$ cat src/sv/tcgr_pkg.sv
package tcgr_pkg;

    localparam int GLYPH_WIDTH = 8;
    localparam int PIX_W       = 24;
    localparam int LADDR_W     = 32;
    localparam int CFG_IDX_W   = 3;
    localparam int CFG_DATA_W  = 16;

    // Input action codes
    localparam logic ACT_DRAW = 1'b0;
    localparam logic ACT_LOAD = 1'b1;

    // Configuration register indexes
    typedef enum logic [CFG_IDX_W-1:0] {
        CFG_ENABLE = 3'd0,
        CFG_WIDTH  = 3'd1,
        CFG_HEIGHT = 3'd2,
        CFG_PITCH  = 3'd3,
        CFG_BPP    = 3'd4
    } cfg_idx_t;

    // Fixed 16-color palette
    localparam logic [PIX_W-1:0] PALETTE [16] = '{
        24'h000000, 24'h0000AA, 24'h00AA00, 24'h00AAAA,
        24'hAA0000, 24'hAA00AA, 24'hAA5500, 24'hAAAAAA,
        24'h555555, 24'h5555FF, 24'h55FF55, 24'h55FFFF,
        24'hFF5555, 24'hFF55FF, 24'hFFFF55, 24'hFFFFFF
    };

    typedef struct packed {
        logic        enable;
        logic [11:0] screen_width;
        logic [11:0] screen_height;
        logic [15:0] line_pitch;
        logic [2:0]  bytes_per_pixel;
    } cfg_t;

    // Travels alongside a font read, lined up with the read data
    typedef struct packed {
        logic               valid;
        logic [LADDR_W-1:0] line_address;
        logic [3:0]         fg_idx;
        logic [3:0]         bg_idx;
        logic               last;
        logic               blank;
    } rd_meta_t;

    typedef struct packed {
        logic [LADDR_W-1:0]                  line_address;
        logic [GLYPH_WIDTH-1:0][PIX_W-1:0]   pix;
        logic                                last;
    } out_ent_t;

endpackage

$ cat src/sv/tcgr_out.sv
module tcgr_out (
    input  logic                                         clk,
    input  logic                                         rst_n,
    input  tcgr_pkg::rd_meta_t                           meta,
    input  logic [7:0]                                   rd_data,
    input  logic                                         out_stall,
    output logic                                         out_valid,
    output logic                                         pop,
    output logic [tcgr_pkg::LADDR_W-1:0]                 line_address,
    output logic [tcgr_pkg::GLYPH_WIDTH-1:0][tcgr_pkg::PIX_W-1:0] pix,
    output logic                                         last_line
);
    import tcgr_pkg::*;

    logic [1:0] cnt_reg;
    out_ent_t   head_reg;
    out_ent_t   tail_reg;

    logic       push;
    out_ent_t   ent;
    logic [7:0] bits;
    logic [PIX_W-1:0] fg;
    logic [PIX_W-1:0] bg;

    // Expand the glyph row into palette colors, leftmost bit first
    assign bits = meta.blank ? 8'h00 : rd_data;
    assign fg   = PALETTE[meta.fg_idx];
    assign bg   = PALETTE[meta.bg_idx];

    always_comb
    begin
        ent.line_address = meta.line_address;
        ent.last         = meta.last;
        for (int p = 0; p < GLYPH_WIDTH; p++)
        begin
            ent.pix[p] = bits[GLYPH_WIDTH-1-p] ? fg : bg;
        end
    end

    assign push      = meta.valid;
    assign out_valid = (cnt_reg != 2'd0);
    assign pop       = out_valid && !out_stall;

    // Two-entry queue; the head drives the ports
    always_ff @(posedge clk or negedge rst_n)
    begin
        if (!rst_n)
        begin
            cnt_reg <= 2'd0;
        end
        else
        begin
            cnt_reg <= cnt_reg + 2'(push) - 2'(pop);
            if (push && pop)
            begin
                if (cnt_reg == 2'd1)
                begin
                    head_reg <= ent;
                end
                else
                begin
                    head_reg <= tail_reg;
                    tail_reg <= ent;
                end
            end
            else if (push)
            begin
                if (cnt_reg == 2'd0)
                begin
                    head_reg <= ent;
                end
                else
                begin
                    tail_reg <= ent;
                end
            end
            else if (pop)
            begin
                head_reg <= tail_reg;
            end
        end
    end

    assign line_address = head_reg.line_address;
    assign pix          = head_reg.pix;
    assign last_line    = head_reg.last;

endmodule

$ cat config.mk
export PLATFORM = sky130hd
export DESIGN_NAME = tcgr_out
export DESIGN_NICKNAME = d
export VERILOG_FILES = /design/src/sv/tcgr_pkg.sv /design/src/sv/tcgr_out.sv
export SDC_FILE = /design/constraint.sdc
export NUM_CORES = 1
export LEC_CHECK = 0
export BUFFER_PORTS_ARGS = -buffer_cell sky130_fd_sc_hd__buf_2
export CAP_MARGIN = 10
export CORE_MARGIN = 2
export CORE_UTILIZATION = 35
export CTS_CLUSTER_SIZE = 28
export DETAILED_ROUTE_END_ITERATION = 6
export SLEW_MARGIN = 30
export SYNTH_ARGS = -nofsm -noshare
export SYNTH_HDL_FRONTEND = slang
export SYNTH_SLANG_ARGS = --single-unit
$ cat constraint.sdc
create_clock -name clk -period 9.05 [get_ports clk]
set_input_delay 1.3575 -clock clk [delete_from_list [all_inputs] [get_ports clk]]
set_output_delay 1.3575 -clock clk [all_outputs]
set_load 0.02 [all_outputs]
==> out/summary.txt, run 1 <==
Critical Path AT: 3.37 ns
vias in the first global route: 3870
fraction of layout instances using a drive strength above 1: 62.56%
RSZ-0062 raised after global routing: no
DIE AREA: 22870 sq um
initial DRC count: 246
Port Buf Inserts: 280
# diodes: 0
most common cell after layout, fill and taps aside: buf_2
Vias/cell: 4.568
CTS tree: built
top_reg_cell synth: edfxtp_1
Hold WC Path Type: reg2reg
synth unique cells: 30
# IOs: 281
VDD IR max: 0.0001200 V
area added between synthesis and finish: 13.62%
crit path kind: in2reg
number of buffers created by CTS: 17
drc violations: 0
Worst Path Required: 9.21 ns
Achievable Freq: 0.3116 GHz
CTS resizes: 0
Final Max Slew Viols: 0
aggregate global routing overflow: 0
Starting Density: 35.86%
synthesis-stage register bit count: 148
CTS clk-pin slew, worst paths: 0.06 ns
vias post-DR: 4221
static leakage: 0.003642 uW
global-route wire length before repair: 21770 um
Final ANT Viol Nets: 0
H-tree lvl count: 4
Die Width: 151.2 um
fill count: 1939
DR WL/cell: 16.41 um
total iterations of the first detailed-routing run: 4
DIE HEIGHT: 151.2 um
maxcap violations: 0
Post-CTS Hold Buffers: 0
Setup violations, final: 0
Final Net Count: 692
Final Hold Fails: 0
ratio of final minimum period to clock period: 35.46%
Post-synth EDFFs: 146
register area share after synthesis: 58.45%
worst slew pin tran: 0.7347 ns
Post-Route WL: 15160 um
largest net degree at the start of global routing: 74
minimum hold slack: 0.5454 ns
GRT Total Usage: 12.89%
commonest non-fill, non-tap cells in the layout: buf_2 (280), edfxtp_1 (146), mux2_4 (54)
FP Rows: 53
max FFs per register: 73
CP Launch Type: primary input
later-pin clock latency in the skew report: 0.41 ns
Post-Syn Nets: 563
Crit Path Max Fanout: 40
crit end category: flop
TNS Setup: 0 ns
Core Footprint: 21150 sq um
Register Area: 4434 sq um
Worst Skew: 0.006685 ns
synth warn: 0
Detailed Place HPWL: 10610 um
root buffer cell: clkbuf_16
shortest period the worst path allows: 3.209 ns
initial antenna violation count: 0
PwrDens: 262.1 nW/um^2
RePlAce Congestion: 0.7391
Post-Syn Instances: 508
Post-CTS Setup Repair Bufs: 0
Post-Syn Area: 7586 sq um
outcome: finished clean
multi-input logic area: 1753 sq um
# clock sinks: 148
syn_area_per_cell: 14.93 sq um
Synth async-reset ratio: 1.351%
clk buf depth: 2
Relative slew margins: 50.92%
==> per-stage QoR <==
| step | utilization, % | cells | cell area, sq um | power [uW] | setup slack, ns |
|---|---|---|---|---|---|
| after floorplan | - | 508 | 7586 | 1521 | 3.784 |
| after global placement | 37.85 | 892 | 8008 | 1565 | 5.447 |
| after detailed placement | 37.95 | 893 | 8028 | 1578 | 5.372 |
| after CTS | 40.73 | 924 | 8616 | 2294 | 5.825 |
| after global routing | 40.75 | 924 | 8620 | 2369 | 5.714 |
| final | 40.75 | 924 | 8620 | 2260 | 5.841 |
==> cell families after synthesis <==
group | share of synthesized area (%)
muxes | 15.75
buffers and inverters | 18.64
DFF | 58.45
and+or+nand+nor | 4.437
xor gates and xnor gates | 0.1155
adders and majority gates | 0.1649
AOI/OAI and AO/OA | 2.441
==> metal layers <==
layer	GRT usage, %	routed length (um)
met5	0	0
met4	4.766	397
met3	4.819	1182
met2	21.02	7356
met1	15.57	6228
==> synth_stat cells, types with 2 or more instances <==
cell type | instances | share of area, %
a21oi_1 | 9 | 0.59
a31oi_1 | 8 | 0.66
and3b_1 | 2 | 0.23
buf_12 | 7 | 1.8
buf_2 | 4 | 0.26
buf_4 | 154 | 15
clkbuf_1 | 7 | 0.35
dfrtp_1 | 2 | 0.66
edfxtp_1 | 146 | 58
inv_1 | 16 | 0.79
mux2_2 | 27 | 4.0
mux2_4 | 54 | 11
mux2i_1 | 8 | 1.1
nand2_1 | 11 | 0.54
nand3_1 | 8 | 0.53
nand3b_1 | 8 | 0.79
nor2b_1 | 8 | 0.66
o21ai_0 | 2 | 0.13
o32ai_1 | 8 | 0.92
or3b_2 | 9 | 1.0
==> worst paths after layout <==
kind	startpoint	to	slack [ns]	depth (start not counted)
max	out_stall	line_address[9]	5.84	5
min	tail_reg[217]	line_address[24]	0.55	1
max reg2reg	cnt_reg[1]	line_address[9]	6.54	4
min reg2reg	tail_reg[217]	line_address[24]	0.55	1
max in group asynchronous	rst_n	cnt_reg[0]	8.19	1
min in group asynchronous	rst_n	cnt_reg[1]	0.74	1
==> report_power, final <==
group | switching [uW] | leakage [uW] | internal (uW) | total (uW)
Clock | 276 | 0.000286 | 432 | 708
Sequential | 48.9 | 0.00138 | 883 | 932
Combinational | 402 | 0.00197 | 218 | 620
Total | 727 | 0.00364 | 1530 | 2260
==> area by class of cell <==
class / count / area share, %
Clock inverter: 13 / 1.844
Timing Repair Buffer: 283 / 16.71
Inverter: 16 / 0.6968
Tap cell: 275 / 3.992
Clock buffer: 18 / 4.979
Sequential cell: 148 / 51.44
Multi-Input combinational cell: 171 / 20.34
==> critical path, cell delays in order <==
cell and delay, ns:
buf_2 0.13, nand2b_4 0.19, and2_4 0.53, buf_4 0.70
mux2_2 0.40
(Power assumes the default switching activity.)
==> run 2, diff against run 1 <==
Settings changed: ABC_AREA set to 1.
Clock period 9.05 ns to 2.6 ns, I/O delays scaled along.
==> run 2 against run 1 <==
Setup slack worse by 5.2 ns. Clock skew up 0.0029 ns. Critical endpoint is now out_valid. Largest cell class unchanged. Global-route usage up 2.7 points. Highest routed layer unchanged. Non-clock buffer count up 10. Synthesized cell count up 63%. Power rose to 3.8 times the previous value.
==> out/summary.txt, run 2 <==
VDD IR max: 0.0004340 V (+260%)
Post-CTS Setup Repair Bufs: 0 (unchanged)
root buffer cell: clkbuf_16
CP delay by family, top: flip-flops
Post-synth EDFFs: 146 (unchanged)
Worst Skew: 0.009614 ns (+0.002929 ns)
sequential power share: 38.2% (-3.0 points)
Worst Path Required: 2.21 ns (-7.00 ns)
total iterations of the first detailed-routing run: 5 (+1)
aggregate global routing overflow: 0 (unchanged)
most common cell after layout, fill and taps aside: buf_2
fill count: 2255 (+16%)
clk buf depth: 2 (unchanged)
synth unique cells: 25 (-17%)
Layout Utilization: 40.69% (-0.058 points)
largest net degree at the start of global routing: 61 (-18%)
met2 usage in global routing: 26.13% (+5.1 points)
RePlAce Congestion: 0.7896 (+6.8%)
Core Footprint: 22710 sq um (+7.4%)
Comb pwr share: 32.5% (+5.1 points)
DIE AREA: 24370 sq um (+6.6%)
Hold WC Path Type: in2reg
P_int: 5304 uW (+250%)
CP max stage delay: 0.46 ns (-0.24 ns)
GR peak layer: met2
crit-path cells: nor2_2, inv_1, buf_2
syn_area_per_cell: 9.770 sq um (-35%)
minimum hold slack: 0.1662 ns (-0.3792 ns)
Final Net Count: 1008 (+46%)
Port Buf Inserts: 280 (unchanged)
Final ANT Viol Nets: 0 (unchanged)
Die Width: 156.1 um (+3.2%)
max FFs per register: 73 (unchanged)
global-route wire length before repair: 29100 um (+34%)
fraction of layout instances using a drive strength above 1: 39.65% (-23 points)
CP bufs+invs: 2 (unchanged)
# diodes: 0 (unchanged)
synth warn: 0 (unchanged)
multi-input logic area: 2225 sq um (+27%)
worst slew pin tran: 0.5590 ns (-0.1758 ns)
top cell type's share of synthesized area: 54.13% (-3.7 points)
Post-Syn Nets: 884 (+57%)
Starting Density: 35.66% (-0.20 points)
initial antenna violation count: 0 (unchanged)
Clk pwr share: 29.3% (-2.0 points)
vias in the first global route: 5191 (+34%)
crit path kind: reg2out
commonest non-fill, non-tap cells in the layout: buf_2 (280), nand2_1 (242), edfxtp_1 (146)
FP Rows: 55 (+3.8%)
Achievable Freq: 0.5158 GHz
leading area contributor after synthesis: edfxtp_1
placed cells: 1218 (+36%)
area added between synthesis and finish: 14.09%
Post-Syn Area: 8099 sq um (+6.8%)
Relative slew margins: 62.73% (+12 points)
synthesis-stage register bit count: 148 (unchanged)
static leakage: 0.004117 uW (+13%)
Critical Path AT: 1.55 ns (-1.82 ns)
Detailed Place HPWL: 12910 um (+22%)
outcome: finished clean
Vias/cell: 4.682 (+2.5%)
CTS resizes: 0 (unchanged)
PwrDens: 938.1 nW/um^2 (+260%)
later-pin clock latency in the skew report: 0.42 ns (about the same)
top_reg_cell synth: edfxtp_1
CTS clk-pin slew, worst paths: 0.07 ns (about the same)
Setup violations, final: 0 (unchanged)
RSZ-0062 raised after global routing: no
DIE HEIGHT: 156.1 um (+3.2%)
maxcap violations: 0 (unchanged)
DR WL/cell: 15.58 um (-5.1%)
synth top area cells: edfxtp_1 (54%), buf_4 (14%), nand2_1 (11%)
Final Non-Filler Cells: 1251 (+35%)
routing usage on met3: 3.944% (-0.87 points)
register area share after synthesis: 54.75% (-3.7 points)
initial DRC count: 312 (+27%)
Synth async-reset ratio: 1.351% (unchanged)
Final Hold Fails: 0 (unchanged)
GRT Total Usage: 15.57% (+2.7 points)
Post-CTS Hold Buffers: 1 (+1)
CTS tree: built
Switching Power: 3364 uW (+360%)
Post-Route WL: 19490 um (+29%)
Final Max Slew Viols: 0 (unchanged)
Post-Syn Instances: 829 (+63%)
number of buffers created by CTS: 17 (unchanged)
shortest period the worst path allows: 1.939 ns
CP Launch Type: flop
H-tree lvl count: 4 (unchanged)
met1 Use GR: 19.81% (+4.2 points)
# clock sinks: 148 (unchanged)
Synth top cells by count: nand2_1 (243), buf_4 (152), edfxtp_1 (146)
# IOs: 281 (unchanged)
drc violations: 0 (unchanged)
switching portion of total power: 38.81% (+6.6 points)
most common cell in the synthesized netlist: nand2_1
Crit Path Max Fanout: 5 (-88%)
slowest stage cell, crit path: dfrtp_2
Register Area: 4436 sq um (about the same)
ratio of final minimum period to clock period: 74.57%
vias post-DR: 5857 (+39%)
crit end category: primary output
[run 2: cell families after synthesis]
group,synth area share (%)
simple gates,19.93
buf+inv,18.11
flops,54.75
compound gates,6.952
xor+xnor,0.1082
fa+ha+maj,0.1545
[run 2: power by group through the flow]
stage	registers [uW]	logic (uW)	clock network (uW)
6_report	3310	2820	2540
5_1_grt	3360	3080	2710
4_1_cts	3320	2850	2610
3_5_place_dp	3370	2840	0
3_3_place_gp	3360	2830	0
2_1_floorplan	3630	2200	0
[run 2: final timing paths]
kind | from | to | slack [ns] | depth (start not counted)
max | cnt_reg[1] | out_valid | 0.66 | 3
min | meta[12] | tail_reg[195] | 0.17 | 1
max reg2reg | cnt_reg[1] | line_address[16] | 0.73 | 7
min reg2reg | tail_reg[40] | pix[39] | 0.52 | 2
max in group asynchronous | rst_n | cnt_reg[1] | 2.17 | 2
min in group asynchronous | rst_n | cnt_reg[1] | 0.30 | 2
[run 2: per-layer routing]
| layer | vias up | routed length (um) |
|---|---|---|
| met4 | 0 | 328 |
| li1 | 2884 | - |
| met2 | 242 | 9603 |
| met1 | 2710 | 8267 |
| met5 | - | 0 |
| met3 | 21 | 1288 |
[run 2: per-stage QoR]
step                      setup WS (ns)  area (sq um)  TNS [ns]  total power [uW]
after floorplan                 -0.4098          8140    -29.91              5830
after global placement           0.6443          8613         0              6192
after detailed placement         0.6221          8613         0              6210
after CTS                        0.6523          9240         0              8783
after global routing             0.5678          9240         0              9158
final                            0.6613          9240         0              8668
[run 2: area by class of cell]
| class | instances | area share [%] |
|---|---|---|
| well taps | 285 | 3.859 |
| multi-input cells | 469 | 24.08 |
| clock inverters | 15 | 2.072 |
| inverters | 24 | 1.002 |
| flip-flops and latches | 148 | 48.00 |
| repair buffers | 293 | 16.38 |
| clock buffers | 17 | 4.604 |
