==> config.mk <==
export PLATFORM = sky130hd
export DESIGN_NAME = tcgr_seq
export DESIGN_NICKNAME = d
export VERILOG_FILES = /design/src/sv/tcgr_pkg.sv /design/src/sv/tcgr_seq.sv
export SDC_FILE = /design/constraint.sdc
export NUM_CORES = 1
export LEC_CHECK = 0
export ABC_AREA = 1
export BUFFER_PORTS_ARGS = -buffer_cell sky130_fd_sc_hd__buf_4
export CAP_MARGIN = 20
export CORE_MARGIN = 1.5
export CORE_UTILIZATION = 25
export DETAILED_ROUTE_END_ITERATION = 16
export GPL_TIMING_DRIVEN = 0
export PLACE_DENSITY_LB_ADDON = 0.2
export SETUP_SLACK_MARGIN = 0.02
export SYNTH_ARGS = -nofsm -noshare
export SYNTH_HDL_FRONTEND = slang
export SYNTH_SLANG_ARGS = --single-unit
==> constraint.sdc <==
create_clock -name clk -period 6.25 [get_ports clk]
set_input_delay 0.3125 -clock clk [delete_from_list [all_inputs] [get_ports clk]]
set_output_delay 0.3125 -clock clk [all_outputs]
set_load 0.05 [all_outputs]
==> src/sv/tcgr_pkg.sv <==
package tcgr_pkg;

    localparam int GLYPH_WIDTH = 8;
    localparam int PIX_W       = 24;
    localparam int LADDR_W     = 32;
    localparam int CFG_IDX_W   = 3;
    localparam int CFG_DATA_W  = 16;

    // Input action codes
    localparam logic ACT_DRAW = 1'b0;
    localparam logic ACT_LOAD = 1'b1;

    // Configuration register indexes
    typedef enum logic [CFG_IDX_W-1:0] {
        CFG_ENABLE = 3'd0,
        CFG_WIDTH  = 3'd1,
        CFG_HEIGHT = 3'd2,
        CFG_PITCH  = 3'd3,
        CFG_BPP    = 3'd4
    } cfg_idx_t;

    // Fixed 16-color palette
    localparam logic [PIX_W-1:0] PALETTE [16] = '{
        24'h000000, 24'h0000AA, 24'h00AA00, 24'h00AAAA,
        24'hAA0000, 24'hAA00AA, 24'hAA5500, 24'hAAAAAA,
        24'h555555, 24'h5555FF, 24'h55FF55, 24'h55FFFF,
        24'hFF5555, 24'hFF55FF, 24'hFFFF55, 24'hFFFFFF
    };

    typedef struct packed {
        logic        enable;
        logic [11:0] screen_width;
        logic [11:0] screen_height;
        logic [15:0] line_pitch;
        logic [2:0]  bytes_per_pixel;
    } cfg_t;

    // Travels alongside a font read, lined up with the read data
    typedef struct packed {
        logic               valid;
        logic [LADDR_W-1:0] line_address;
        logic [3:0]         fg_idx;
        logic [3:0]         bg_idx;
        logic               last;
        logic               blank;
    } rd_meta_t;

    typedef struct packed {
        logic [LADDR_W-1:0]                  line_address;
        logic [GLYPH_WIDTH-1:0][PIX_W-1:0]   pix;
        logic                                last;
    } out_ent_t;

endpackage

==> src/sv/tcgr_seq.sv <==
module tcgr_seq #(
    parameter int          GLYPH_HEIGHT = 16,
    parameter int          GLYPH_COUNT  = 256,
    parameter logic [31:0] FRAME_BASE   = 32'hFF00_0000,
    parameter int          AW           = 12
) (
    input  logic                clk,
    input  logic                rst_n,
    input  tcgr_pkg::cfg_t      cfg,
    input  logic                in_valid,
    output logic                in_stall,
    input  logic                action,
    input  logic [7:0]          char_code,
    input  logic [7:0]          attribute,
    input  logic [8:0]          cell_column,
    input  logic [7:0]          cell_row,
    input  logic [3:0]          glyph_line,
    input  logic [7:0]          glyph_bits,
    input  logic                pop,
    output logic                wr_en,
    output logic [AW-1:0]       wr_addr,
    output logic [7:0]          wr_data,
    output logic                rd_en,
    output logic [AW-1:0]       rd_addr,
    output tcgr_pkg::rd_meta_t  meta
);
    import tcgr_pkg::*;

    localparam int LW       = $clog2(GLYPH_HEIGHT);
    localparam int ROW_PX_W = $clog2(256 * GLYPH_HEIGHT);
    localparam logic [LW-1:0] LINE_LAST = LW'(GLYPH_HEIGHT - 1);

    typedef enum logic [1:0] {
        S_IDLE,
        S_SETUP,
        S_RUN
    } state_t;

    state_t                state_reg;
    logic [1:0]            cnt_reg;
    logic [LW-1:0]         line_reg;
    logic [AW-1:0]         code_base_reg;
    logic                  blank_reg;
    logic [3:0]            fg_reg;
    logic [3:0]            bg_reg;
    logic [ROW_PX_W-1:0]   row_px_reg;
    logic [14:0]           xoff_reg;
    logic [LADDR_W-1:0]    addr_reg;
    logic                  meta_vld_reg;
    logic [LADDR_W-1:0]    meta_addr_reg;
    logic [3:0]            meta_fg_reg;
    logic [3:0]            meta_bg_reg;
    logic                  meta_last_reg;
    logic                  meta_blank_reg;

    logic          accept;
    logic [AW-1:0] code_base;
    logic          load_ok;
    logic          col_fit;
    logic          row_fit;
    logic          draw_ok;
    logic          issue;

    // Intake: one transaction at a time, taken only when idle
    assign in_stall = (state_reg != S_IDLE);
    assign accept   = in_valid && !in_stall;

    assign code_base = AW'(32'(char_code) * GLYPH_HEIGHT);
    assign load_ok   = (32'(glyph_line) < GLYPH_HEIGHT) && (32'(char_code) < GLYPH_COUNT);

    // Cell fits when its far edge stays within the screen (no divide needed)
    assign col_fit = ((32'(cell_column) + 32'd1) * GLYPH_WIDTH) <= 32'(cfg.screen_width);
    assign row_fit = ((32'(cell_row) + 32'd1) * GLYPH_HEIGHT) <= 32'(cfg.screen_height);
    assign draw_ok = cfg.enable && col_fit && row_fit;

    // Font writes happen only in idle, reads only in run: no same-entry overlap
    assign wr_en   = accept && (action == ACT_LOAD) && load_ok;
    assign wr_addr = code_base + AW'(glyph_line);
    assign wr_data = glyph_bits;

    // Issue a line read while the output queue has a free slot
    assign issue   = (state_reg == S_RUN) && ((cnt_reg < 2'd2) || pop);
    assign rd_en   = issue;
    assign rd_addr = code_base_reg + AW'(line_reg);

    always_ff @(posedge clk or negedge rst_n)
    begin
        if (!rst_n)
        begin
            state_reg    <= S_IDLE;
            cnt_reg      <= 2'd0;
            meta_vld_reg <= 1'b0;
        end
        else
        begin
            // lines issued and not yet taken downstream
            cnt_reg      <= cnt_reg + 2'(issue) - 2'(pop);
            meta_vld_reg <= issue;

            unique case (state_reg)
                S_IDLE:
                begin
                    if (accept && (action == ACT_DRAW) && draw_ok)
                    begin
                        code_base_reg <= code_base;
                        blank_reg     <= !(32'(char_code) < GLYPH_COUNT);
                        fg_reg        <= attribute[3:0];
                        bg_reg        <= attribute[7:4];
                        row_px_reg    <= ROW_PX_W'(32'(cell_row) * GLYPH_HEIGHT);
                        xoff_reg      <= 15'(15'({cell_column, 3'b000})
                                             * 15'(cfg.bytes_per_pixel));
                        line_reg      <= '0;
                        state_reg     <= S_SETUP;
                    end
                end
                S_SETUP:
                begin
                    // start address of the cell's top line
                    addr_reg  <= FRAME_BASE
                                 + 32'(32'(row_px_reg) * 32'(cfg.line_pitch))
                                 + 32'(xoff_reg);
                    state_reg <= S_RUN;
                end
                S_RUN:
                begin
                    if (issue)
                    begin
                        meta_addr_reg  <= addr_reg;
                        meta_fg_reg    <= fg_reg;
                        meta_bg_reg    <= bg_reg;
                        meta_last_reg  <= (line_reg == LINE_LAST);
                        meta_blank_reg <= blank_reg;
                        addr_reg       <= addr_reg + 32'(cfg.line_pitch);
                        line_reg       <= line_reg + LW'(1);
                        if (line_reg == LINE_LAST)
                        begin
                            state_reg <= S_IDLE;
                        end
                    end
                end
                default:
                begin
                    state_reg <= S_IDLE;
                end
            endcase
        end
    end

    assign meta = '{valid:        meta_vld_reg,
                    line_address: meta_addr_reg,
                    fg_idx:       meta_fg_reg,
                    bg_idx:       meta_bg_reg,
                    last:         meta_last_reg,
                    blank:        meta_blank_reg};

endmodule

==> reports/results.ini, run 1 <==
[place]
dp_hpwl_um = 29800
post-place-cells = 2435
io_buffers = 155
gp_congestion = 0.835
place_area_um2 = 14500

[pwr]
power.density_nw_per_um2 = 357
ir_drop_uv = 162
p_leak_uw = 0.00814

[route]
drc = 0
dr.first_iter.drc_count = 551
ant_nets = 0
vias = 10600
dr.pass1.iters = 5
drt_wl_total_um = 36100
vias_per_cell = 4.25
wl_per_cell_um = 14.5

[layout]
seq_area_um2 = 3520
nets = 2103
multi_input_area_um2 = 7250
drive_gt1_share_pct = 14.6
syn_to_final_growth_pct = 24.0
fill_cells = 5311
final_cell_area_um2 = 15400
fin_util_pct = 31.4
instances_no_fill = 2489

[clock_network]
cts_buffer_depth = 2
clkLatencyLatePin_ps = 460
cts_root_buf = clkbuf_16
cts_sinks = 118
cts_tree = done
htreeDepth = 4
cts_buffers = 17
clk_transition_reported_paths_ps = 60

[yosys]
netlist_area_um2 = 12400
ys.flop_type = edfxtp_1
syn-num-nets = 1901
netlist_instances = 1609
async_flop_share_pct = 4.24
synth.yosys.seq_area_share_pct = 28.4
ys_types = 39
synth_area_leaders = edfxtp_1 27%, fa_1 15%, nand2_1 13%
avgSynthCellArea_um2 = 7.71
yosys_warnings = 0
synth_top_area_share_pct = 27.4
ys_ff_latch = 118
synth_most_common_cell = nand2_1
synth_area_leader_cell = edfxtp_1
synth_commonest_cells = 421 x nand2_1, 366 x inv_1, 113 x edfxtp_1, 104 x ha_1, 94 x fa_1
synth-edff-count = 113

[sta]
tightestPinTransition_ps = 864
fin_crit_ps = 5810
rsz0062_at_grt = false
max_freq_mhz = 172
skew_ps = 10.8
hold_viol = 0
fin_crit_sh_pct = 92.9
fin_setup_tns_ps = 0
setup_viol = 0
hold_slack_ps = 48.9
slew-limit-headroom_pct = 42.1
drv_slew = 0

[global_route]
overflow = 0
grt_max_degree = 26
grt_pass1_vias = 10900
antenna_found_initial = 1
gr-usage-all-layers_pct = 14.9
grt_pass1_wl_um = 57400

[floorplan]
die-area_um2 = 51000
fp.dieH_um = 226
pin_count = 172
coreArea_um2 = 49000
rows = 81
start_util_pct = 25.3
die_w_um = 226

[setup_path]
cpMaxStageDelayCell = fa_1
path_class = reg2reg
crit_path_max_fanout = 4
crit_required_ps = 6430
crit_path_cell_trace = buf_6 -> nand2_1 -> inv_1 -> fa_1 -> fa_1 -> fa_1 -> inv_1 -> fa_1 -> inv_1 -> ha_2 -> nand2_2 -> inv_1 -> a21oi_1 -> nand2_1 -> xor2_1 -> ha_1 -> nand2_1 -> nor2_2 -> nand3_1 -> nand3_2 -> nand3_1 -> nor2_2 -> xor2_1 -> o21ai_0
cpPeakStageDelay_ps = 560
critPathArrivalTime_ps = 5990
worstSetupStartpointType = flip-flop
crit_path_end_kind = flip-flop

[min_path]
hp-class = in2reg

[status]
status = finished clean

[flow_run]
max_cap_violations = 0

==> placed cells by master, fill, tap and decap left out, types with 4 or more instances in the layout <==
cell / count
xnor2_1: 13
edfxtp_1: 113
and2_1: 4
nand3_1: 66
a21oi_1: 85
nor2_1: 86
dlygate4sd3_1: 17
nand2_1: 418
nand4_1: 15
xor2_1: 27
nand3_2: 6
o21ai_1: 4
clkbuf_1: 33
nand2_2: 8
buf_6: 10
inv_1: 366
o21ai_0: 58
nor2_2: 7
dfrtp_1: 5
nor3_1: 19
buf_4: 188
ha_1: 101
xor2_2: 4
clkinv_2: 4
clkbuf_16: 17
o21bai_1: 5
fa_1: 94
a21o_1: 7
or2_2: 4
==> worst max-delay path, delay by kind of cell (launching register included) <==
kind                       cells  cell delay (ps)
adders and majority gates      6             2820
DFF                            1              530
xor gates and xnor gates       2              440
and+or+nand+nor                9             1040
AOI/OAI and AO/OA              2              250
buffers and inverters          5              420
==> metal layers <==
layer  global-route usage, %  share of wire (%)  vias to the layer above
met1                    19.3                 46                     4935
met4                    4.63                1.8                        0
met3                    3.58                5.7                       32
met5                       0                  0                        -
li1                        -                  -                     5375
met2                    24.3                 46                      239
==> where the power goes <==
group / total [uW] / switching [uW] / internal, uW
combinational: 3220 / 2140 / 1080
clock: 964 / 374 / 591
sequential: 1310 / 127 / 1180
==> area by class of cell <==
class / count / area share (%)
Multi-Input combinational cell: 1059 / 47.1
Sequential cell: 118 / 22.9
Timing Repair Buffer: 189 / 9.75
Inverter: 367 / 8.96
Tap cell: 664 / 5.40
Clock buffer: 22 / 2.95
Buffer: 59 / 2.20
Clock inverter: 10 / 0.700
Antenna cell: 1 / 0.0163
==> final timing paths <==
| kind | start | to | slack (ps) | cells after the start |
|---|---|---|---|---|
| min in group asynchronous | rst_n | cnt_reg[1]$_DFF_PN0_ | 220 | 2 |
| setup / recovery | row_px_reg[11]$_DFFE_PP_ | addr_reg[21]$_DFFE_PP_ | 440 | 24 |
| hold / removal | cell_row[5] | row_px_reg[9]$_DFFE_PP_ | 50 | 1 |
| max in group asynchronous | rst_n | meta_vld_reg$_DFF_PN0_ | 5910 | 2 |
| hold reg to reg | fg_reg[1]$_DFFE_PP_ | meta_fg_reg[1]$_DFFE_PP_ | 420 | 0 |
| setup reg to reg | row_px_reg[11]$_DFFE_PP_ | addr_reg[21]$_DFFE_PP_ | 440 | 24 |
==> stage by stage <==
| step | power, uW | setup slack (ps) |
|---|---|---|
| finish | 5490 | 441 |
| global route | 6000 | 25.4 |
| CTS | 5490 | 46.5 |
| detailed placement | 4480 | -539 |
| global placement | 4440 | -1570 |
| floorplan | 3560 | 739 |
==> logic make-up (layout without fill, tap and decap cells) <==
| kind of cell | Yosys count | count (layout) | share of synthesized area (%) |
|---|---|---|---|
| AOI/OAI and AO/OA | 175 | 175 | 7.58 |
| xor gates and xnor gates | 44 | 44 | 3.29 |
| DFF | 118 | 118 | 28.4 |
| buffers and inverters | 432 | 647 | 13.8 |
| adders and majority gates | 198 | 198 | 25.7 |
| and+or+nand+nor | 641 | 641 | 21.3 |
| other | 1 | 2 | 0.0302 |
==> repair_timing <==
item | CTS | global route
pin swaps | 0 | 5
hold endpoints to repair | 21 | 0
hold buffers | 17 | 0
endpoints found under the setup margin | 19 | 17
resized for setup | 10 | 28
setup buffers | 4 | 6
Note: power is estimated with default switching activity, not from simulation.
==> inputs of run 2 (changes only) <==
ABC_AREA = default   (was 1)
==> run 2 against run 1 <==
Net effect: flip-flop and latch count unchanged; sequential power down 11%; largest power group unchanged; clock power down 0.7%; worst setup slack worse by 180 ps; critical path depth down 6; cell area down 7.2%; register-to-register slack worse by 180 ps; clock skew up 0.89 ps; highest routed layer unchanged.
==> reports/results.ini, run 2 <==
[yosys]
netlist_instances = 1145  ; -29%
synth_most_common_cell = inv_1
avgSynthCellArea_um2 = 9.95  ; +29%
synth.yosys.seq_area_share_pct = 30.9  ; +2.5 points
synth-edff-count = 113  ; unchanged
synth_area_leader_cell = edfxtp_1
ys.flop_type = edfxtp_1
synth_area_leaders = edfxtp_1 30%, fa_1 17%, ha_1 11%
netlist_area_um2 = 11400  ; -8.2%
ys_ff_latch = 118  ; unchanged
ys_types = 64  ; +64%
yosys_warnings = 0  ; unchanged
synth_commonest_cells = 153 x inv_1, 119 x and2_1, 113 x edfxtp_1, 104 x ha_1, 98 x nand2_1
synth_top_area_share_pct = 29.8  ; +2.4 points
syn-num-nets = 1437  ; -24%
async_flop_share_pct = 4.24  ; unchanged

[clock_network]
cts_root_buf = clkbuf_16
clkLatencyLatePin_ps = 440  ; -20 ps
htreeDepth = 4  ; unchanged
cts_buffer_depth = 2  ; unchanged
cts_sinks = 118  ; unchanged
cts_buffers = 17  ; unchanged
cts_tree = done
clk_transition_reported_paths_ps = 70  ; about the same

[route]
drc = 0  ; unchanged
vias = 8487  ; -20%
drt_wl_total_um = 29800  ; -17%
wl_per_cell_um = 15.3  ; +5.4%
wl_met2_um = 14200  ; -15%
m1WireLength_um = 14200  ; -15%
ant_nets = 0  ; unchanged
dr.first_iter.drc_count = 294  ; -47%
vias_per_cell = 4.35  ; +2.4%
dr.pass1.iters = 4  ; -1
top_layer = met4
wl_met3_um = 981  ; -52%

[pwr]
power.density_nw_per_um2 = 355  ; -0.54%
power_uw = 5060  ; -7.8%
p_leak_uw = 0.00639  ; -21%
ir_drop_uv = 185  ; +14%

[min_path]
hold_depth = 1  ; unchanged
hp-class = in2reg
hold_end = bg_reg[0]$_DFFE_PP_
min_from = attribute[4]

[floorplan]
pin_count = 172  ; unchanged
die_w_um = 216  ; -4.1%
rows = 78  ; -3.7%
start_util_pct = 25.2  ; -0.14 points
die-area_um2 = 46800  ; -8.1%
coreArea_um2 = 45200  ; -7.7%
fp.dieH_um = 216  ; -4.1%

[setup_path]
path_class = reg2reg
crit_top_cell = fa_1
cpMaxStageDelayCell = fa_1
timing.rr.end = addr_reg[27]$_DFFE_PP_
worstSetupStartpointType = flip-flop
rr_worst_depth = 18  ; -25%
crit_path_end_kind = flip-flop
critPathArrivalTime_ps = 6180  ; +190 ps
crit_path_cell_trace = buf_6 -> buf_4 -> and2_1 -> fa_1 -> fa_1 -> fa_1 -> inv_1 -> fa_1 -> inv_1 -> ha_1 -> a21oi_1 -> o21ai_1 -> a211oi_2 -> o41ai_2 -> xnor2_1 -> or3b_4 -> or4_1 -> and3_1
crit_family = adder cells
cpPeakStageDelay_ps = 550  ; about the same
cp.buffers_inverters = 4  ; -1
r2r-start = row_px_reg[11]$_DFFE_PP_
r2r_slack_ps = 260  ; -180 ps
crit_required_ps = 6440  ; about the same
crit_path_max_fanout = 5  ; +1

[global_route]
overflow = 0  ; unchanged
gr-usage-all-layers_pct = 13.2  ; -1.7 points
grt_pass1_wl_um = 47700  ; -17%
grt_pass1_vias = 8754  ; -19%
antenna_found_initial = 2  ; +1
grt_max_degree = 37  ; +42%

[flow_run]
max_cap_violations = 0  ; unchanged

[place]
dp_hpwl_um = 24200  ; -19%
gp_congestion = 0.810  ; -3.0%
pre_cts_slack_ps = -814  ; -274 ps
place_area_um2 = 13300  ; -8.2%
io_buffers = 154  ; -0.65%

[layout]
fill_cells = 4780  ; -10%
mostFrequentLayoutCells = 194 x buf_4, 153 x inv_1, 117 x and2_1, 113 x edfxtp_1, 101 x ha_1
multi_input_area_um2 = 7220  ; -0.36%
syn_to_final_growth_pct = 25.3
nets = 1629  ; -23%
layout_commonest_cell = buf_4
seq_area_um2 = 3520  ; unchanged
antennaDiodeCount = 0  ; -1
drive_gt1_share_pct = 20.4  ; +5.7 points
final_cell_area_um2 = 14300  ; -7.2%

[sta]
fin_crit_ps = 5990  ; +182 ps
fin_ws_ps = 258  ; -182 ps
hold_slack_ps = 48.1  ; -0.760 ps
fin_crit_sh_pct = 95.9  ; +2.9 points
drv_slew = 0  ; unchanged
hold_viol = 0  ; unchanged
max_freq_mhz = 167  ; -3.0%
setup_viol = 0  ; unchanged
fin_setup_tns_ps = 0  ; unchanged
slew-limit-headroom_pct = 40.2  ; -1.8 points
tightestPinTransition_ps = 897  ; +32.4 ps
skew_ps = 11.7  ; +0.886 ps
rsz0062_at_grt = false

[status]
status = finished clean

-- run 2: logic make-up (layout without fill, tap and decap cells) --
group,count (synthesis),count (layout),share of synthesized area (%)
AND/OR/NAND/NOR,350,350,16.3
buffers and inverters,201,406,7.39
adder cells (fa/ha/maj),198,198,28.0
AO/OA/AOI/OAI,188,188,10.5
flip-flops,118,118,30.9
XOR/XNOR,86,86,6.61
multiplexers,3,3,0.264
other,1,1,0.0329
-- run 2: area by class of cell --
cell class / instances / area share (%)
clock inverter: 15 / 1.06
sequential: 118 / 24.7
timing repair buffer: 174 / 9.29
inverter: 153 / 4.03
tap: 600 / 5.26
multi-input combinational: 826 / 50.6
clock buffer: 17 / 2.98
buffer: 47 / 2.08
-- run 2: metal layers --
| metal | track usage, % | up-vias |
|---|---|---|
| li1 | - | 4228 |
| met1 | 17.1 | 4089 |
| met2 | 22.2 | 154 |
| met3 | 2.64 | 16 |
| met4 | 3.56 | 0 |
| met5 | 0 | - |
-- run 2: metrics by stage --
stage,utilization [%],instances
floorplan,-,1145
global placement,29.4,1899
detailed placement,29.5,1900
CTS,31.1,1942
global route,31.6,1950
finish,31.6,1950
-- run 2: where the power goes --
group | leakage [uW] | internal, uW | total, uW | switching (uW)
clock | 0.000280 | 531 | 957 | 426
combinational | 0.00501 | 1190 | 2940 | 1750
sequential | 0.00110 | 1100 | 1170 | 72.0
-- run 2: repair_timing --
action / 4_1_cts / 5_1_grt
pin swaps: 5 / 4
endpoints found under the hold margin: 5 / 0
setup buffers: 9 / 9
resized for setup: 27 / 30
hold buffers: 1 / 0
endpoints found under the setup margin: 18 / 13
-- run 2: worst max-delay path by stage --
| stage | start | endpoint | slack, ps | cells past startpoint |
|---|---|---|---|---|
| 6_report | row_px_reg[11]$_DFFE_PP_ | addr_reg[27]$_DFFE_PP_ | 260 | 18 |
| 5_1_grt | row_px_reg[7]$_DFFE_PP_ | addr_reg[21]$_DFFE_PP_ | 30 | 22 |
| 4_1_cts | row_px_reg[10]$_DFFE_PP_ | addr_reg[27]$_DFFE_PP_ | 30 | 23 |
| 3_5_place_dp | row_px_reg[10]$_DFFE_PP_ | addr_reg[31]$_DFFE_PP_ | -810 | 23 |
| 3_3_place_gp | row_px_reg[10]$_DFFE_PP_ | addr_reg[28]$_DFFE_PP_ | -810 | 23 |
| 2_1_floorplan | row_px_reg[11]$_DFFE_PP_ | addr_reg[27]$_DFFE_PP_ | 260 | 23 |
-- run 2: worst reg2reg max path, stage by stage (launching register included) --
cell	delay, ps
edfxtp_1	460
buf_6	170
buf_4	130
and2_1	140
fa_1	510
fa_1	520
fa_1	550
inv_1	60
fa_1	530
inv_1	40
ha_1	350
a21oi_1	350
o21ai_1	180
a211oi_2	280
o41ai_2	120
xnor2_1	210
or3b_4	440
or4_1	500
and3_1	200
==> inputs of run 3 (changes only) <==
--- a/config.mk
+++ b/config.mk
@@ -6,4 +6,5 @@
 export NUM_CORES = 1
 export LEC_CHECK = 0
+export ABC_AREA = 1
 export BUFFER_PORTS_ARGS = -buffer_cell sky130_fd_sc_hd__buf_4
 export CAP_MARGIN = 20
==> constraint.sdc (replaced) <==
create_clock -name clk -period 6.25 [get_ports clk]
set_input_delay 1.25 -clock clk [delete_from_list [all_inputs] [get_ports clk]]
set_output_delay 1.25 -clock clk [all_outputs]
set_load 0.05 [all_outputs]
==> run 3 against run 2 <==
Net effect: flip-flop and latch count stayed put; worst setup slack better by 17 ps; register-to-register slack better by 120 ps; utilization is 0.33 points lower; non-clock buffer count is 3 higher; critical path type is now in2reg; largest cell class unchanged.
==> reports/results.ini, run 3 (synthesized netlist as in run 1, its figures left out) <==
[status]
status = finished clean

[setup_path]
crit_start = cfg[5]
crit_path_end_kind = flip-flop
r2r-start = row_px_reg[9]$_DFFE_PP_
critPathArrivalTime_ps = 6150  ; -30 ps
crit_required_ps = 6430  ; about the same
worstSetupStartpointType = primary input
path_class = in2reg
crit_path_max_fanout = 9  ; +4

[sta]
slew-limit-headroom_pct = 42.0  ; +1.8 points
hold_viol = 0  ; unchanged
max_freq_mhz = 167  ; +0.28%
setup_viol = 0  ; unchanged
drv_slew = 0  ; unchanged
rsz0062_at_grt = true
fin_crit_sh_pct = 95.6  ; -0.26 points
tightestPinTransition_ps = 865  ; -31.4 ps
skew_ps = 11.1  ; -0.582 ps
fin_crit_ps = 5980  ; -16.6 ps

[floorplan]
pin_count = 172  ; unchanged
coreArea_um2 = 49000  ; +8.3%
start_util_pct = 25.3  ; +0.14 points
die-area_um2 = 51000  ; +8.8%
die_w_um = 226  ; +4.3%
rows = 81  ; +3.8%
fp.dieH_um = 226  ; +4.3%

[place]
io_buffers = 155  ; +0.65%
place_area_um2 = 14500  ; +8.9%
dp_hpwl_um = 29800  ; +23%
gp_congestion = 0.835  ; +3.1%

[pwr]
seqPwrFrac_pct = 23.4  ; +0.3 points
intPower_uw = 2910  ; +3.4%
pwr-share-clk_pct = 17.3  ; -1.6 points
power.switching_uw = 2670  ; +19%
power.density_nw_per_um2 = 365  ; +2.9%
p_leak_uw = 0.00809  ; +27%
ir_drop_uv = 162  ; -13%
p_comb_share_pct = 59.3  ; +1.3 points
p_sw_share_pct = 47.9  ; +3.5 points

[min_path]
min_from = fg_reg[1]$_DFFE_PP_
hp-class = reg2reg

[layout]
multi_input_area_um2 = 7350  ; +1.7%
mostFrequentLayoutCells = 415 x nand2_1, 366 x inv_1, 186 x buf_4, 113 x edfxtp_1, 99 x ha_1
nets = 2079  ; +28%
seq_area_um2 = 3520  ; unchanged
final_cell_area_um2 = 15300  ; +7.2%
fin_util_pct = 31.2  ; -0.33 points
fill_cells = 5313  ; +11%
antennaDiodeCount = 0  ; unchanged
layout_commonest_cell = nand2_1
syn_to_final_growth_pct = 23.2
drive_gt1_share_pct = 15.8  ; -4.6 points

[clock_network]
cts_tree = done
clkLatencyLatePin_ps = 460  ; +20 ps
clk_transition_reported_paths_ps = 50  ; -20 ps
cts_sinks = 118  ; unchanged
cts_buffers = 17  ; unchanged
htreeDepth = 4  ; unchanged
cts_buffer_depth = 2  ; unchanged
cts_root_buf = clkbuf_16

[route]
dr.first_iter.drc_count = 548  ; +86%
ant_nets = 0  ; unchanged
wl_per_cell_um = 14.5  ; -4.9%
vias_per_cell = 4.25  ; -2.2%
drc = 0  ; unchanged
drt_wl_total_um = 35800  ; +20%
vias = 10500  ; +24%
dr.pass1.iters = 5  ; +1

[global_route]
grt_max_degree = 26  ; -30%
overflow = 0  ; unchanged
antenna_found_initial = 1  ; -1
gr-usage-all-layers_pct = 14.8  ; +1.6 points
grt_pass1_wl_um = 57000  ; +20%
grt_pass1_vias = 10800  ; +23%

[flow_run]
max_cap_violations = 0  ; unchanged

## run 3: power by group through the flow
stage	clock, uW	sequential [uW]	combinational, uW
floorplan	0	1550	2010
global placement	0	1340	3110
detailed placement	0	1330	3150
CTS	1000	1310	3210
global route	1030	1330	3740
finish	963	1310	3310
## run 3: routing by layer
layer	wire length, um	global-route usage (%)
met3	1870	3.49
met4	671	4.68
met2	16500	24.1
met5	0	0
met1	16800	19.3
## run 3: stage by stage
step	worst slack, ps	hold WS (ps)	TNS, ps	std cells	total power (uW)
final	275	419	0	2464	5580
after CTS	37.9	420	0	2455	5520
after global placement	-1770	401	-130980	2428	4440
after floorplan	62.1	400	0	1609	3560
after detailed placement	-1120	406	-17090	2435	4480
after global routing	-10.3	431	-17.7	2464	6100
## run 3: area by class of cell
type                    count  area share [%]
multi-input cells        1059            48.1
flip-flops and latches    118            23.0
repair buffers            176            9.02
inverters                 367            9.01
well taps                 664            5.43
clock buffers              22            2.97
plain buffers              48            1.79
clock inverters            10           0.704
## run 3: final timing paths
path	to	depth (start not counted)	slack, ps
max reg2reg	addr_reg[21]$_DFFE_PP_	25	380
max	addr_reg[21]$_DFFE_PP_	25	270
min in group asynchronous	cnt_reg[1]$_DFF_PN0_	1	600
max in group asynchronous	meta_vld_reg$_DFF_PN0_	1	5530
min reg2reg	meta_fg_reg[1]$_DFFE_PP_	0	420
min	meta_fg_reg[1]$_DFFE_PP_	0	420
## run 3: worst max-delay path, stage by stage
cell     delay, ps
buf_6          130
nand2_1         70
inv_1           50
fa_1           500
fa_1           530
fa_1           550
inv_1           60
fa_1           540
inv_1           50
ha_2           320
nand2_2        120
inv_1           70
a21oi_2        140
nand2_2         90
xor2_2         150
ha_1           340
nand2_1        100
nor2_2         130
nand3_1        100
nand3_2        140
nand3_1        150
nor2_4         130
buf_4          130
xor2_2         180
o21ai_0        100
## run 3: timing repair
item,in CTS,in global routing
hold buffers,0,0
resized for setup,14,30
endpoints found under the setup margin,19,14
buffers inserted,2,12
pin swaps,1,14
